$ cat src/rtl/vos_pkg.sv
package vos_pkg;

	localparam int QUEUE_DEPTH = 4;
	localparam int QUEUE_PTR_W = $clog2(QUEUE_DEPTH);
	localparam int CFG_INDEX_W = 1;

	localparam logic OP_RENDER = 1'b0;
	localparam logic OP_LOAD = 1'b1;

	localparam logic [CFG_INDEX_W-1:0] CFG_FLIP_SCREEN = 1'd0;
	localparam logic [CFG_INDEX_W-1:0] CFG_CLOUD_POSITION = 1'd1;

	localparam logic [2:0] PEN_BLUE = 3'd2;
	localparam logic [2:0] PEN_CYAN = 3'd6;
	localparam logic [2:0] PEN_WHITE = 3'd7;

	typedef struct packed {
		logic       flip_screen;
		logic [7:0] cloud_position;
	} vos_cfg_t;

	typedef struct packed {
		logic [7:0] row;
		logic [4:0] col_hi;
		logic [7:0] data;
		logic [2:0] fore;
		logic       back_cyan;
		logic       cloud_on;
		logic [7:0] cloud_lo;
		logic [7:0] cloud_hi;
	} vos_entry_t;

	typedef struct packed {
		logic       valid;
		vos_entry_t entry;
	} vos_slot_t;

endpackage

$ cat src/rtl/vos_in_if.sv
interface vos_in_if;
	logic       valid;
	logic       ready;
	logic       opcode;
	logic [12:0] byte_offset;
	logic [7:0] video_byte;
	logic [7:0] color_ram_byte;
	logic [7:0] map_prom_byte;
	logic [7:0] cloud_load_address;
	logic [7:0] cloud_load_data;

	modport source(output valid, opcode, byte_offset, video_byte, color_ram_byte,
		map_prom_byte, cloud_load_address, cloud_load_data, input ready);
	modport sink(input valid, opcode, byte_offset, video_byte, color_ram_byte,
		map_prom_byte, cloud_load_address, cloud_load_data, output ready);
endinterface

$ cat src/rtl/vos_out_if.sv
interface vos_out_if;
	logic       valid;
	logic       ready;
	logic [7:0] screen_row;
	logic [8:0] screen_column;
	logic [2:0] pen_index;
	logic       red_on;
	logic       green_on;
	logic       blue_on;
	logic       last_pixel;

	modport source(output valid, screen_row, screen_column, pen_index, red_on,
		green_on, blue_on, last_pixel, input ready);
	modport sink(input valid, screen_row, screen_column, pen_index, red_on,
		green_on, blue_on, last_pixel, output ready);
endinterface

$ cat src/rtl/vos_cfg_if.sv
interface vos_cfg_if;
	logic       valid;
	logic       ready;
	logic [0:0] index;
	logic [7:0] data;

	modport source(output valid, index, data, input ready);
	modport sink(input valid, index, data, output ready);
endinterface

$ cat src/rtl/vos_front.sv
module vos_front #(
	parameter int FIRST_VISIBLE_LINE = 32
) (
	input  logic              clk,
	input  logic              arst_n,
	vos_in_if.sink            item,
	input  vos_pkg::vos_cfg_t cfg,
	input  logic              push_ready,
	output vos_pkg::vos_slot_t push
);
	import vos_pkg::*;

	localparam logic [7:0] FIRST_LINE = FIRST_VISIBLE_LINE[7:0];

	logic [7:0] cloud_rom [256];
	logic       valid_s1;
	logic [7:0] row_s1;
	logic [4:0] col_hi_s1;
	logic [7:0] data_s1;
	logic [2:0] fore_s1;
	logic       back_cyan_s1;
	logic       cloud_on_s1;
	logic [7:0] cloud_lo_s1;
	logic [7:0] cloud_hi_s1;

	logic       accept;
	logic       visible;
	logic [7:0] y;
	logic [7:0] cloud_y;
	logic [7:0] addr_lo;
	logic [7:0] addr_hi;

	assign y = item.byte_offset[12:5];
	assign cloud_y = y - cfg.cloud_position;
	assign visible = !(y < FIRST_LINE);
	assign addr_lo = {~cloud_y[5:0], item.byte_offset[0], 1'b0};
	assign addr_hi = {~cloud_y[5:0], item.byte_offset[0], 1'b1};

	assign item.ready = !valid_s1 || push_ready;
	assign accept = item.valid && item.ready;

	always_ff @(posedge clk or negedge arst_n) begin
		if (!arst_n) begin
			valid_s1 <= 1'b0;
		end else if (accept) begin
			valid_s1 <= (item.opcode == OP_RENDER) && visible;
		end else if (push_ready) begin
			valid_s1 <= 1'b0;
		end
	end

	always_ff @(posedge clk) begin
		if (accept) begin
			row_s1 <= y - FIRST_LINE;
			col_hi_s1 <= item.byte_offset[4:0];
			data_s1 <= item.video_byte;
			fore_s1 <= ~item.color_ram_byte[2:0];
			back_cyan_s1 <= item.map_prom_byte[0];
			cloud_on_s1 <= !item.map_prom_byte[3] && (cloud_y[7:6] == 2'b00);
		end
	end

	always_ff @(posedge clk) begin
		if (accept && item.opcode == OP_LOAD) begin
			cloud_rom[item.cloud_load_address] <= item.cloud_load_data;
		end
		if (accept) begin
			cloud_lo_s1 <= cloud_rom[addr_lo];
			cloud_hi_s1 <= cloud_rom[addr_hi];
		end
	end

	always_comb begin
		push.valid = valid_s1;
		push.entry.row = row_s1;
		push.entry.col_hi = col_hi_s1;
		push.entry.data = data_s1;
		push.entry.fore = fore_s1;
		push.entry.back_cyan = back_cyan_s1;
		push.entry.cloud_on = cloud_on_s1;
		push.entry.cloud_lo = cloud_lo_s1;
		push.entry.cloud_hi = cloud_hi_s1;
	end
endmodule

$ cat src/rtl/vos_queue.sv
module vos_queue (
	input  logic               clk,
	input  logic               arst_n,
	input  vos_pkg::vos_slot_t push,
	output logic               push_ready,
	output vos_pkg::vos_slot_t head,
	input  logic               pop
);
	import vos_pkg::*;

	vos_entry_t               slots [QUEUE_DEPTH];
	logic [QUEUE_PTR_W-1:0]   wr_ptr_q;
	logic [QUEUE_PTR_W-1:0]   rd_ptr_q;
	logic [QUEUE_PTR_W:0]     count_q;
	logic                     do_push;
	logic                     do_pop;

	assign push_ready = (count_q != (QUEUE_PTR_W+1)'(QUEUE_DEPTH));
	assign do_push = push.valid && push_ready;
	assign do_pop = pop && (count_q != '0);

	assign head.valid = (count_q != '0);
	assign head.entry = slots[rd_ptr_q];

	always_ff @(posedge clk or negedge arst_n) begin
		if (!arst_n) begin
			wr_ptr_q <= '0;
			rd_ptr_q <= '0;
			count_q <= '0;
		end else begin
			if (do_push) begin
				wr_ptr_q <= wr_ptr_q + 1'b1;
			end
			if (do_pop) begin
				rd_ptr_q <= rd_ptr_q + 1'b1;
			end
			case ({do_push, do_pop})
				2'b10: count_q <= count_q + 1'b1;
				2'b01: count_q <= count_q - 1'b1;
				default: count_q <= count_q;
			endcase
		end
	end

	always_ff @(posedge clk) begin
		if (do_push) begin
			slots[wr_ptr_q] <= push.entry;
		end
	end
endmodule

$ cat src/rtl/vos_back.sv
module vos_back #(
	parameter int VISIBLE_LINE_END = 224,
	parameter int LINE_PIXELS = 260
) (
	input  logic               clk,
	input  logic               arst_n,
	input  vos_pkg::vos_cfg_t  cfg,
	input  vos_pkg::vos_slot_t head,
	output logic               pop,
	vos_out_if.source          pixel
);
	import vos_pkg::*;

	localparam logic [7:0] ROW_TOP = 8'(VISIBLE_LINE_END - 1);
	localparam logic [8:0] COL_TOP = 9'(LINE_PIXELS - 1);

	vos_entry_t cur_q;
	logic       cur_valid_q;
	logic [2:0] idx_q;
	logic       out_valid_q;
	logic [7:0] row_q;
	logic [8:0] col_q;
	logic [2:0] pen_q;
	logic       last_q;

	logic       out_load;
	logic       done;
	logic [7:0] x;
	logic [7:0] cloud_byte;
	logic       cloud_bit;
	logic [2:0] pen;

	assign out_load = cur_valid_q && (!out_valid_q || pixel.ready);
	assign done = out_load && (idx_q == 3'd7);
	assign pop = !cur_valid_q || done;

	assign x = {cur_q.col_hi, idx_q};
	assign cloud_byte = idx_q[2] ? cur_q.cloud_hi : cur_q.cloud_lo;
	assign cloud_bit = cloud_byte[~idx_q[1:0]];

	always_comb begin
		if (cur_q.data[idx_q]) begin
			pen = cur_q.fore;
		end else if (cur_q.cloud_on && cloud_bit) begin
			pen = PEN_WHITE;
		end else if (cur_q.back_cyan) begin
			pen = PEN_CYAN;
		end else begin
			pen = PEN_BLUE;
		end
	end

	always_ff @(posedge clk or negedge arst_n) begin
		if (!arst_n) begin
			cur_valid_q <= 1'b0;
			idx_q <= '0;
			out_valid_q <= 1'b0;
		end else begin
			if (pop) begin
				cur_valid_q <= head.valid;
				idx_q <= '0;
			end else if (out_load) begin
				idx_q <= idx_q + 1'b1;
			end
			if (out_load) begin
				out_valid_q <= 1'b1;
			end else if (pixel.ready) begin
				out_valid_q <= 1'b0;
			end
		end
	end

	always_ff @(posedge clk) begin
		if (pop) begin
			cur_q <= head.entry;
		end
		if (out_load) begin
			row_q <= cfg.flip_screen ? ROW_TOP - cur_q.row : cur_q.row;
			col_q <= cfg.flip_screen ? COL_TOP - {1'b0, x} : {1'b0, x};
			pen_q <= pen;
			last_q <= (idx_q == 3'd7);
		end
	end

	assign pixel.valid = out_valid_q;
	assign pixel.screen_row = row_q;
	assign pixel.screen_column = col_q;
	assign pixel.pen_index = pen_q;
	assign pixel.red_on = pen_q[0];
	assign pixel.green_on = pen_q[2];
	assign pixel.blue_on = pen_q[1];
	assign pixel.last_pixel = last_q;
endmodule

$ cat src/rtl/bitmap_video_cloud_overlay_shifter.sv
// Bitmap video shifter with a cloud overlay band.
// The item channel takes one transfer per video byte (opcode render) or per
// cloud ROM byte (opcode load). A render transfer on a visible line gives
// eight pixel transfers on the pixel channel, video bit 0 first, the eighth
// marked by last_pixel. Loads and vertical blank lines give no pixels.
// The config channel writes flip_screen (index 0) and cloud_position
// (index 1); it is always ready. The user must write it only while the
// block is idle; the block itself does not enforce this.
// With the queue and the back idle, an item passes the front register, a
// queue slot, the back's current-byte register and the output register.
// Pixels stream at one per clock while the pixel receiver is ready, one
// for each pixel of a byte; loads and blank lines never enter the queue.
// A four-entry queue between the classifying front and the pixel back lets
// the front keep taking items while the back shifts out earlier bytes.
// When the pixel receiver stalls, the output register holds its pixel, the
// queue fills and the item channel then drops ready.
// Reset clears the valid flags, queue and config; the cloud ROM content is
// undefined until loaded.
module bitmap_video_cloud_overlay_shifter #(
	parameter int FIRST_VISIBLE_LINE = 32,
	parameter int VISIBLE_LINE_END = 224,
	parameter int LINE_PIXELS = 260
) (
	input  logic      clk,
	input  logic      arst_n,
	vos_in_if.sink    item,
	vos_cfg_if.sink   cfg,
	vos_out_if.source pixel
);
	import vos_pkg::*;

	vos_cfg_t  cfg_q;
	vos_slot_t push;
	vos_slot_t head;
	logic      push_ready;
	logic      pop;

	assign cfg.ready = 1'b1;

	always_ff @(posedge clk or negedge arst_n) begin
		if (!arst_n) begin
			cfg_q.flip_screen <= 1'b0;
			cfg_q.cloud_position <= '0;
		end else if (cfg.valid) begin
			case (cfg.index)
				CFG_FLIP_SCREEN: cfg_q.flip_screen <= cfg.data[0];
				CFG_CLOUD_POSITION: cfg_q.cloud_position <= cfg.data;
				default: cfg_q <= cfg_q;
			endcase
		end
	end

	vos_front #(
		.FIRST_VISIBLE_LINE(FIRST_VISIBLE_LINE)
	) u_front (
		.clk(clk),
		.arst_n(arst_n),
		.item(item),
		.cfg(cfg_q),
		.push_ready(push_ready),
		.push(push)
	);

	vos_queue u_queue (
		.clk(clk),
		.arst_n(arst_n),
		.push(push),
		.push_ready(push_ready),
		.head(head),
		.pop(pop)
	);

	vos_back #(
		.VISIBLE_LINE_END(VISIBLE_LINE_END),
		.LINE_PIXELS(LINE_PIXELS)
	) u_back (
		.clk(clk),
		.arst_n(arst_n),
		.cfg(cfg_q),
		.head(head),
		.pop(pop),
		.pixel(pixel)
	);
endmodule

$ cat src/flat_wrapper.sv
// flat-port wrapper written by rule: the top's interface ports become plain ports
module bitmap_video_cloud_overlay_shifter_flat import vos_pkg::*;
#(
	parameter int FIRST_VISIBLE_LINE = 32,
	parameter int VISIBLE_LINE_END = 224,
	parameter int LINE_PIXELS = 260
)
  (clk, arst_n, item_valid, item_opcode, item_byte_offset, item_video_byte, item_color_ram_byte, item_map_prom_byte, item_cloud_load_address, item_cloud_load_data, item_ready, cfg_valid, cfg_index, cfg_data, cfg_ready, pixel_valid, pixel_screen_row, pixel_screen_column, pixel_pen_index, pixel_red_on, pixel_green_on, pixel_blue_on, pixel_last_pixel, pixel_ready);
  vos_in_if item_i ();
  vos_cfg_if cfg_i ();
  vos_out_if pixel_i ();
  input  logic clk;
  input  logic arst_n;
  input wire logic [$bits(item_i.valid)-1:0] item_valid;
  input wire logic [$bits(item_i.opcode)-1:0] item_opcode;
  input wire logic [$bits(item_i.byte_offset)-1:0] item_byte_offset;
  input wire logic [$bits(item_i.video_byte)-1:0] item_video_byte;
  input wire logic [$bits(item_i.color_ram_byte)-1:0] item_color_ram_byte;
  input wire logic [$bits(item_i.map_prom_byte)-1:0] item_map_prom_byte;
  input wire logic [$bits(item_i.cloud_load_address)-1:0] item_cloud_load_address;
  input wire logic [$bits(item_i.cloud_load_data)-1:0] item_cloud_load_data;
  output wire logic [$bits(item_i.ready)-1:0] item_ready;
  input wire logic [$bits(cfg_i.valid)-1:0] cfg_valid;
  input wire logic [$bits(cfg_i.index)-1:0] cfg_index;
  input wire logic [$bits(cfg_i.data)-1:0] cfg_data;
  output wire logic [$bits(cfg_i.ready)-1:0] cfg_ready;
  output wire logic [$bits(pixel_i.valid)-1:0] pixel_valid;
  output wire logic [$bits(pixel_i.screen_row)-1:0] pixel_screen_row;
  output wire logic [$bits(pixel_i.screen_column)-1:0] pixel_screen_column;
  output wire logic [$bits(pixel_i.pen_index)-1:0] pixel_pen_index;
  output wire logic [$bits(pixel_i.red_on)-1:0] pixel_red_on;
  output wire logic [$bits(pixel_i.green_on)-1:0] pixel_green_on;
  output wire logic [$bits(pixel_i.blue_on)-1:0] pixel_blue_on;
  output wire logic [$bits(pixel_i.last_pixel)-1:0] pixel_last_pixel;
  input wire logic [$bits(pixel_i.ready)-1:0] pixel_ready;
  assign item_i.valid = item_valid;
  assign item_i.opcode = item_opcode;
  assign item_i.byte_offset = item_byte_offset;
  assign item_i.video_byte = item_video_byte;
  assign item_i.color_ram_byte = item_color_ram_byte;
  assign item_i.map_prom_byte = item_map_prom_byte;
  assign item_i.cloud_load_address = item_cloud_load_address;
  assign item_i.cloud_load_data = item_cloud_load_data;
  assign item_ready = item_i.ready;
  assign cfg_i.valid = cfg_valid;
  assign cfg_i.index = cfg_index;
  assign cfg_i.data = cfg_data;
  assign cfg_ready = cfg_i.ready;
  assign pixel_valid = pixel_i.valid;
  assign pixel_screen_row = pixel_i.screen_row;
  assign pixel_screen_column = pixel_i.screen_column;
  assign pixel_pen_index = pixel_i.pen_index;
  assign pixel_red_on = pixel_i.red_on;
  assign pixel_green_on = pixel_i.green_on;
  assign pixel_blue_on = pixel_i.blue_on;
  assign pixel_last_pixel = pixel_i.last_pixel;
  assign pixel_i.ready = pixel_ready;
  bitmap_video_cloud_overlay_shifter #(.FIRST_VISIBLE_LINE(FIRST_VISIBLE_LINE), .VISIBLE_LINE_END(VISIBLE_LINE_END), .LINE_PIXELS(LINE_PIXELS)) u_core (.clk(clk), .arst_n(arst_n), .item(item_i), .cfg(cfg_i), .pixel(pixel_i));
endmodule
$ cat config.mk
export PLATFORM = sky130hd
export DESIGN_NAME = bitmap_video_cloud_overlay_shifter_flat
export DESIGN_NICKNAME = d
export VERILOG_FILES = /design/src/rtl/vos_pkg.sv /design/src/rtl/vos_in_if.sv /design/src/rtl/vos_out_if.sv /design/src/rtl/vos_cfg_if.sv /design/src/rtl/vos_front.sv /design/src/rtl/vos_queue.sv /design/src/rtl/vos_back.sv /design/src/rtl/bitmap_video_cloud_overlay_shifter.sv /design/src/flat_wrapper.sv
export SDC_FILE = /design/constraint.sdc
export NUM_CORES = 1
export LEC_CHECK = 0
export BUFFER_PORTS_ARGS = -buffer_cell sky130_fd_sc_hd__buf_2
export CAP_MARGIN = 25
export CORE_MARGIN = 2
export CORE_UTILIZATION = 67
export CTS_CLUSTER_SIZE = 16
export DETAILED_ROUTE_END_ITERATION = 6
export MAX_ROUTING_LAYER = met4
export PLACE_DENSITY_LB_ADDON = 0.2
export SKIP_LAST_GASP = 1
export SYNTH_ARGS = -nofsm -noshare
export SYNTH_HDL_FRONTEND = slang
export SYNTH_HIERARCHICAL = 1
export SYNTH_SLANG_ARGS = --single-unit
$ cat constraint.sdc
create_clock -name clk -period 7.2 [get_ports clk]
set_input_delay 0.72 -clock clk [delete_from_list [all_inputs] [get_ports clk]]
set_output_delay 0.72 -clock clk [all_outputs]
set_load 0.01 [all_outputs]
; ---- Word-level counts from Yosys, hierarchy flattened
; Memories as Yosys holds them, arrays and structs flattened. A register that Yosys moved wholly into a read port is not among the register bits.
; Cells that the tools add are included.
[totals]
elab_cells = 89
regBits = 69
inputBits = 68
memories = 2
out_inout_bits = 27
ramBits = 2216
[mem_list]
columns = memory, depth, width, read_ports, rd_clocked_by_memory_dff, wr, line
row1 = u_core.u_front.cloud_rom, 256, 8, 2, 2, 1, vos_front.sv:15  ; logic [7:0] cloud_rom [256];
row2 = u_core.u_queue.slots, 4, 42, 1, 1, 1, vos_queue.sv:11  ; vos_entry_t slots [QUEUE_DEPTH];
[classes]
n_mux = 21
n_addsub = 9
bitwise_logic = 5
order_cmp = 3
n_eq_ne = 4
n_reduce_logical = 25
[op_table]
columns = operator, count
row1 = $mux W8, 2
row2 = $mux W3, 5
row3 = $mux W1, 10
row4 = $logic_and A1 B1 Y1, 9
row5 = $sub A9 B8 Y9 const A, 1
row6 = $lt A8 B6 Y1 const B, 1
row7 = $reduce_bool A2 Y1, 4
row8 = $sub A8 B6 Y8 const B, 1
row9 = $sub A8 B8 Y8, 1
row10 = $sub A8 B8 Y8 const A, 1
row11 = $add A3 B1 Y3 const B, 2
row12 = $not A6 Y6, 1
row13 = $pmux W3 S2, 1
row14 = $logic_not A1 Y1, 5
row15 = $add A2 B1 Y2 const B, 2
row16 = $lt A2 B4 Y1 const B, 1
row17 = $lt A3 B4 Y1 const B, 1
row18 = $mux W4, 1
row19 = $reduce_and A2 Y1, 2
row20 = $bmux W1 S3, 1
row21 = $eq A3 B3 Y1 const B, 1
row22 = $logic_or A1 B1 Y1, 3
row23 = $ne A3 B3 Y1 const B, 1
row24 = $not A3 Y3, 1
row25 = 8 further kinds, 9

; ---- Depth between registers and ports, before layout
[logic_depth]
depth_word = 8
ltp_mapped = 12
ltp_nobuf = 11

; ---- Cells and area by module
; Netlist, hierarchy kept.
[modules_own_cells]
columns = module, cells_per_inst, n_inst, area_per_inst_um2
row1 = vos_front, 3637, 1, 81090.3
row2 = vos_queue, 257, 1, 6475.0
row3 = vos_back, 130, 1, 2314.7
row4 = bitmap_video_cloud_overlay_shifter, 22, 1, 350.3

; ---- Least setup slack after synthesis
; OpenSTA, ideal clock, no wires.
[synth_path]
path_kind = input to register
start = input pixel_ready
end = register u_core.u_queue.count_q[2]
setup_time_ns = 0.079
required_time_ns = 7.121
path_buffers = 1
path_slack_ns = 2.174
path_stages = 10
t_arrival_ns = 4.947
cell_sequence = nor2b_1 -> clkbuf_1 -> o21ai_0 -> o31a_2 -> ha_1 -> inv_1 -> fa_1 -> xor2_1 -> nor2_1 -> xor2_1
[synth_via]
elab_chain_len = 7
[synth_rtl]
columns = item, line
row1 = "start, declared", flat_wrapper.sv:35  ; input wire logic [$bits(pixel_i.ready)-1:0] pixel_ready;
row2 = $logic_or A1 B1 Y1 *, vos_back.sv:33  ; assign out_load = cur_valid_q && (!out_valid_q || pixel.ready);
row3 = $logic_and A1 B1 Y1 *, vos_back.sv:33
row4 = $logic_and A1 B1 Y1 *, vos_back.sv:34  ; assign done = out_load && (idx_q == 3'd7);
row5 = $logic_or A1 B1 Y1 *, vos_back.sv:35  ; assign pop = !cur_valid_q || done;
row6 = via u_core.pop, bitmap_video_cloud_overlay_shifter.sv:36  ; logic pop;
row7 = $logic_and A1 B1 Y1 *, vos_queue.sv:20  ; assign do_pop = pop && (count_q != '0);
row8 = via u_core.u_queue.do_pop, vos_queue.sv:16  ; logic do_pop;
row9 = $eq A2 B1 Y1 / $eq A2 B2 Y1 (equally long branches), vos_queue.sv:37  ; case ({do_push, do_pop})
row10 = $pmux W3 S2 / $reduce_bool A2 Y1 (equally long branches), --
row11 = "end signal, assigned", vos_queue.sv:38  ; 2'b10: count_q <= count_q + 1'b1;
row12 = "end signal, assigned", vos_queue.sv:39  ; 2'b01: count_q <= count_q - 1'b1;
row13 = "end signal, assigned", vos_queue.sv:40  ; default: count_q <= count_q;
row14 = "end, declared", vos_queue.sv:14  ; logic [QUEUE_PTR_W:0] count_q;
; Mark *: on every way through the listed nets, which the timed path passes. The rest lies on a longest branch.
; A chain may end at the register's enable or synchronous reset.

; ---- Worst setup path after layout
[layout_path]
start = register u_core/cfg_q[0] (netlist name)
end = register u_core.u_front.cloud_hi_s1[0], in the netlist u_core/u_front/push[0] (read register of u_core.u_front.cloud_rom) (data pin)
[layout_via]
elab_chain_len = 2
[layout_rtl]
columns = item, line
row1 = "start, declared", bitmap_video_cloud_overlay_shifter.sv:32  ; vos_cfg_t cfg_q;
row2 = "start signal, assigned", bitmap_video_cloud_overlay_shifter.sv:48  ; default: cfg_q <= cfg_q;
row3 = $sub A8 B8 Y8, vos_front.sv:34  ; assign cloud_y = y - cfg.cloud_position;
row4 = $not A6 Y6, vos_front.sv:37  ; assign addr_hi = {~cloud_y[5:0], item.byte_offset[0], 1'b1};
row5 = "end, declared", vos_front.sv:24  ; logic [7:0] cloud_hi_s1;
; Every way passes these cells.

==> reports/metrics.cfg <==
[outcome]
outcome=finished clean

[detailed_routing]
maxUsedRoutingLayer=met4
viasPerCell=6.67
wl_met1_um=38700
initialDrtViolationCount=3096
post_drt_wl_per_cell_um=29.3
met3_length_um=8420
routed_wl_um=105000
vias=23912
drt_first_pass_iters=5
ant_nets=0
drc=0
dr_wl_met2_um=54200

[power]
finalPower_w=0.0171
power_frac_seq_pct=50.2
p_per_area_nw_per_um2=309
p_leak_nw=17.5
peakVddDrop_v=0.000225
clock_power_share_pct=35.9
netSwitchingFraction_pct=24.2
p_int_w=0.0129
power_switching_w=0.00414
p_comb_share_pct=13.9

[timing]
post-route-period-util_pct=54.2
max-slew-margin-rel_pct=23.7
fin_worst_skew_ns=0.0222
max_freq_ghz=0.256
tightest_slew_ns=1.14
min_period_ns=3.91
holdWs_ns=0.209
rsz0062_at_grt=false
slew_viol_final=0
fin_setup_tns_ns=0
setup_viol=0
hold_viol=0

[die]
row_count=100
core_um2=74400
die_y_um=278
die_w_um=278
start_util_pct=67.6
io_pins=95
die_area_um2=77300

[min_path]
min_to=u_core/u_front/data_s1[3]$_DFFE_PP_
worstHoldStart=item_video_byte[3]
hp-class=input port to register
holdPathStages=1

[critical_path]
r2r-end=u_core/u_front/push[0]$_DFFE_PP_
cp_max_fo=62
end_kind=register
setup.worst_path.class=register to register
r2r_cells=7
worstSetupStartpointType=register
regToRegStartpoint=u_core/cfg_q[0]$_DFFE_PN0P_
crit_arrival_ns=4.27
crit_required_ns=7.56
ff2ff_setup_slack_ns=3.29

[final_layout]
drive_above_1_share_pct=25.6
final_common_cell=edfxtp_1
final_area_um2=55200
final_nets=2603
final_cell_mix=edfxtp_1, mux4_2, nor2_1
area_delta_synth_final_pct=9.74

[clocking]
cts_tree=built
insertion_delay_ns=0.69
clk_pin_slew_ns=0.06
cts_setup_buffers=0
clkSinkCount=1271
cts_resized=0
clockBufferDepth=3
numCtsBuffers=119
htree_levels=3
clockRootBuffer=clkbuf_16

[synthesis]
syn_inst=2489
syn_area_per_cell_um2=20.2
syn_area_um2=50300
yosysWarnings=6
synth.net_count=2577

[placed_design]
dp_hpwl_um=61800
port-buffer-count=78
routabilityCongestion=0.809
place_area_um2=51300

[global_route]
grt_pass1_wl_um=157000
grt_pass1_vias=24920
grt.total_usage_pct=28.7
grt_overflow=0
grt_max_degree=161
antenna_found_initial=5

[flow_run]
max-cap-violations=0

[sequential cells by signal, summed over array words and instances (netlist names), 2 cells and up]
register	count
u_core/u_front/cloud_rom	1024
u_core/u_queue/count_q	3
u_core/u_back/cur_q	34
u_core/u_back/idx_q	3
u_core/u_back/pixel.screen_row	8
u_core/u_queue/slots	136
u_core/u_queue/wr_ptr_q	2
u_core/u_front/push	8
u_core/u_queue/rd_ptr_q	2
u_core/u_back/pixel.screen_column	9
u_core/u_front/data_s1	8
u_core/u_front/col_hi_s1	5
u_core/u_back/pixel.pen_index	3
u_core/cfg_q	9
u_core/u_front/row_s1	8
u_core/u_front/fore_s1	3
[worst max-delay path: stages, from the launching register on]
cell and delay (ns):
dfrtp_1 0.42, ha_4 0.89, buf_4 0.57, mux4_2 0.40, mux4_2 0.49, mux2i_1 0.31
o221a_1 0.32, a311oi_1 0.10
[final cells by class]
cell class,instances,area (um2)
Timing Repair Buffer,131,1050
Inverter,24,90.1
Antenna cell,4,10.0
Clock buffer,156,3150
Fill cell,3921,19200
Multi-Input combinational cell,968,11000
Tap cell,969,1210
Sequential cell,1271,38100
Clock inverter,63,663
[per-stage QoR]
| step | util [%] | std cells | worst slack (ns) |
|---|---|---|---|
| 3_3_place_gp | 68.7 | 3350 | 2.86 |
| 6_report | 74.2 | 3586 | 3.29 |
| 3_5_place_dp | 68.9 | 3356 | 2.79 |
| 5_1_grt | 74.2 | 3586 | 3.20 |
| 4_1_cts | 74.0 | 3576 | 3.18 |
| 2_1_floorplan | - | 2489 | 2.17 |
[power groups by stage]
stage / clock network, W / logic [W] / registers (W)
finish: 0.00612 / 0.00237 / 0.00858
global placement: 0 / 0.00228 / 0.00871
detailed placement: 0 / 0.00233 / 0.00873
global route: 0.00647 / 0.00250 / 0.00860
floorplan: 0 / 0.00169 / 0.00867
CTS: 0.00620 / 0.00236 / 0.00858
[layer usage]
metal / vias to the layer above / global-route usage, %
met2: 1236 / 46.2
met3: 235 / 4.54
li1: 9973 / -
met4: 0 / 10.1
met1: 12468 / 38.2
met5: - / -
[how the worst max path moves through the flow]
stage                     slack [ns]                         from                                    end  cells after the start
after floorplan                 2.17                  pixel_ready  u_core/u_queue/count_q[2]$_DFFE_PN0P_                     10
after global placement          2.86          item_byte_offset[7]       u_core/u_front/push[2]$_DFFE_PP_                     10
after detailed placement        2.79          item_byte_offset[7]       u_core/u_front/push[0]$_DFFE_PP_                     10
after CTS                       3.18  u_core/cfg_q[2]$_DFFE_PN0P_       u_core/u_front/push[0]$_DFFE_PP_                     10
after global routing            3.20  u_core/cfg_q[0]$_DFFE_PN0P_       u_core/u_front/push[0]$_DFFE_PP_                      7
final                           3.29  u_core/cfg_q[0]$_DFFE_PN0P_       u_core/u_front/push[0]$_DFFE_PP_                      7
[repair_timing]
item	in CTS	in global routing
endpoints found under the setup margin	0	0
hold buffers	1	0
endpoints found under the hold margin	4	0
Power figures use the tool's default switching activity.
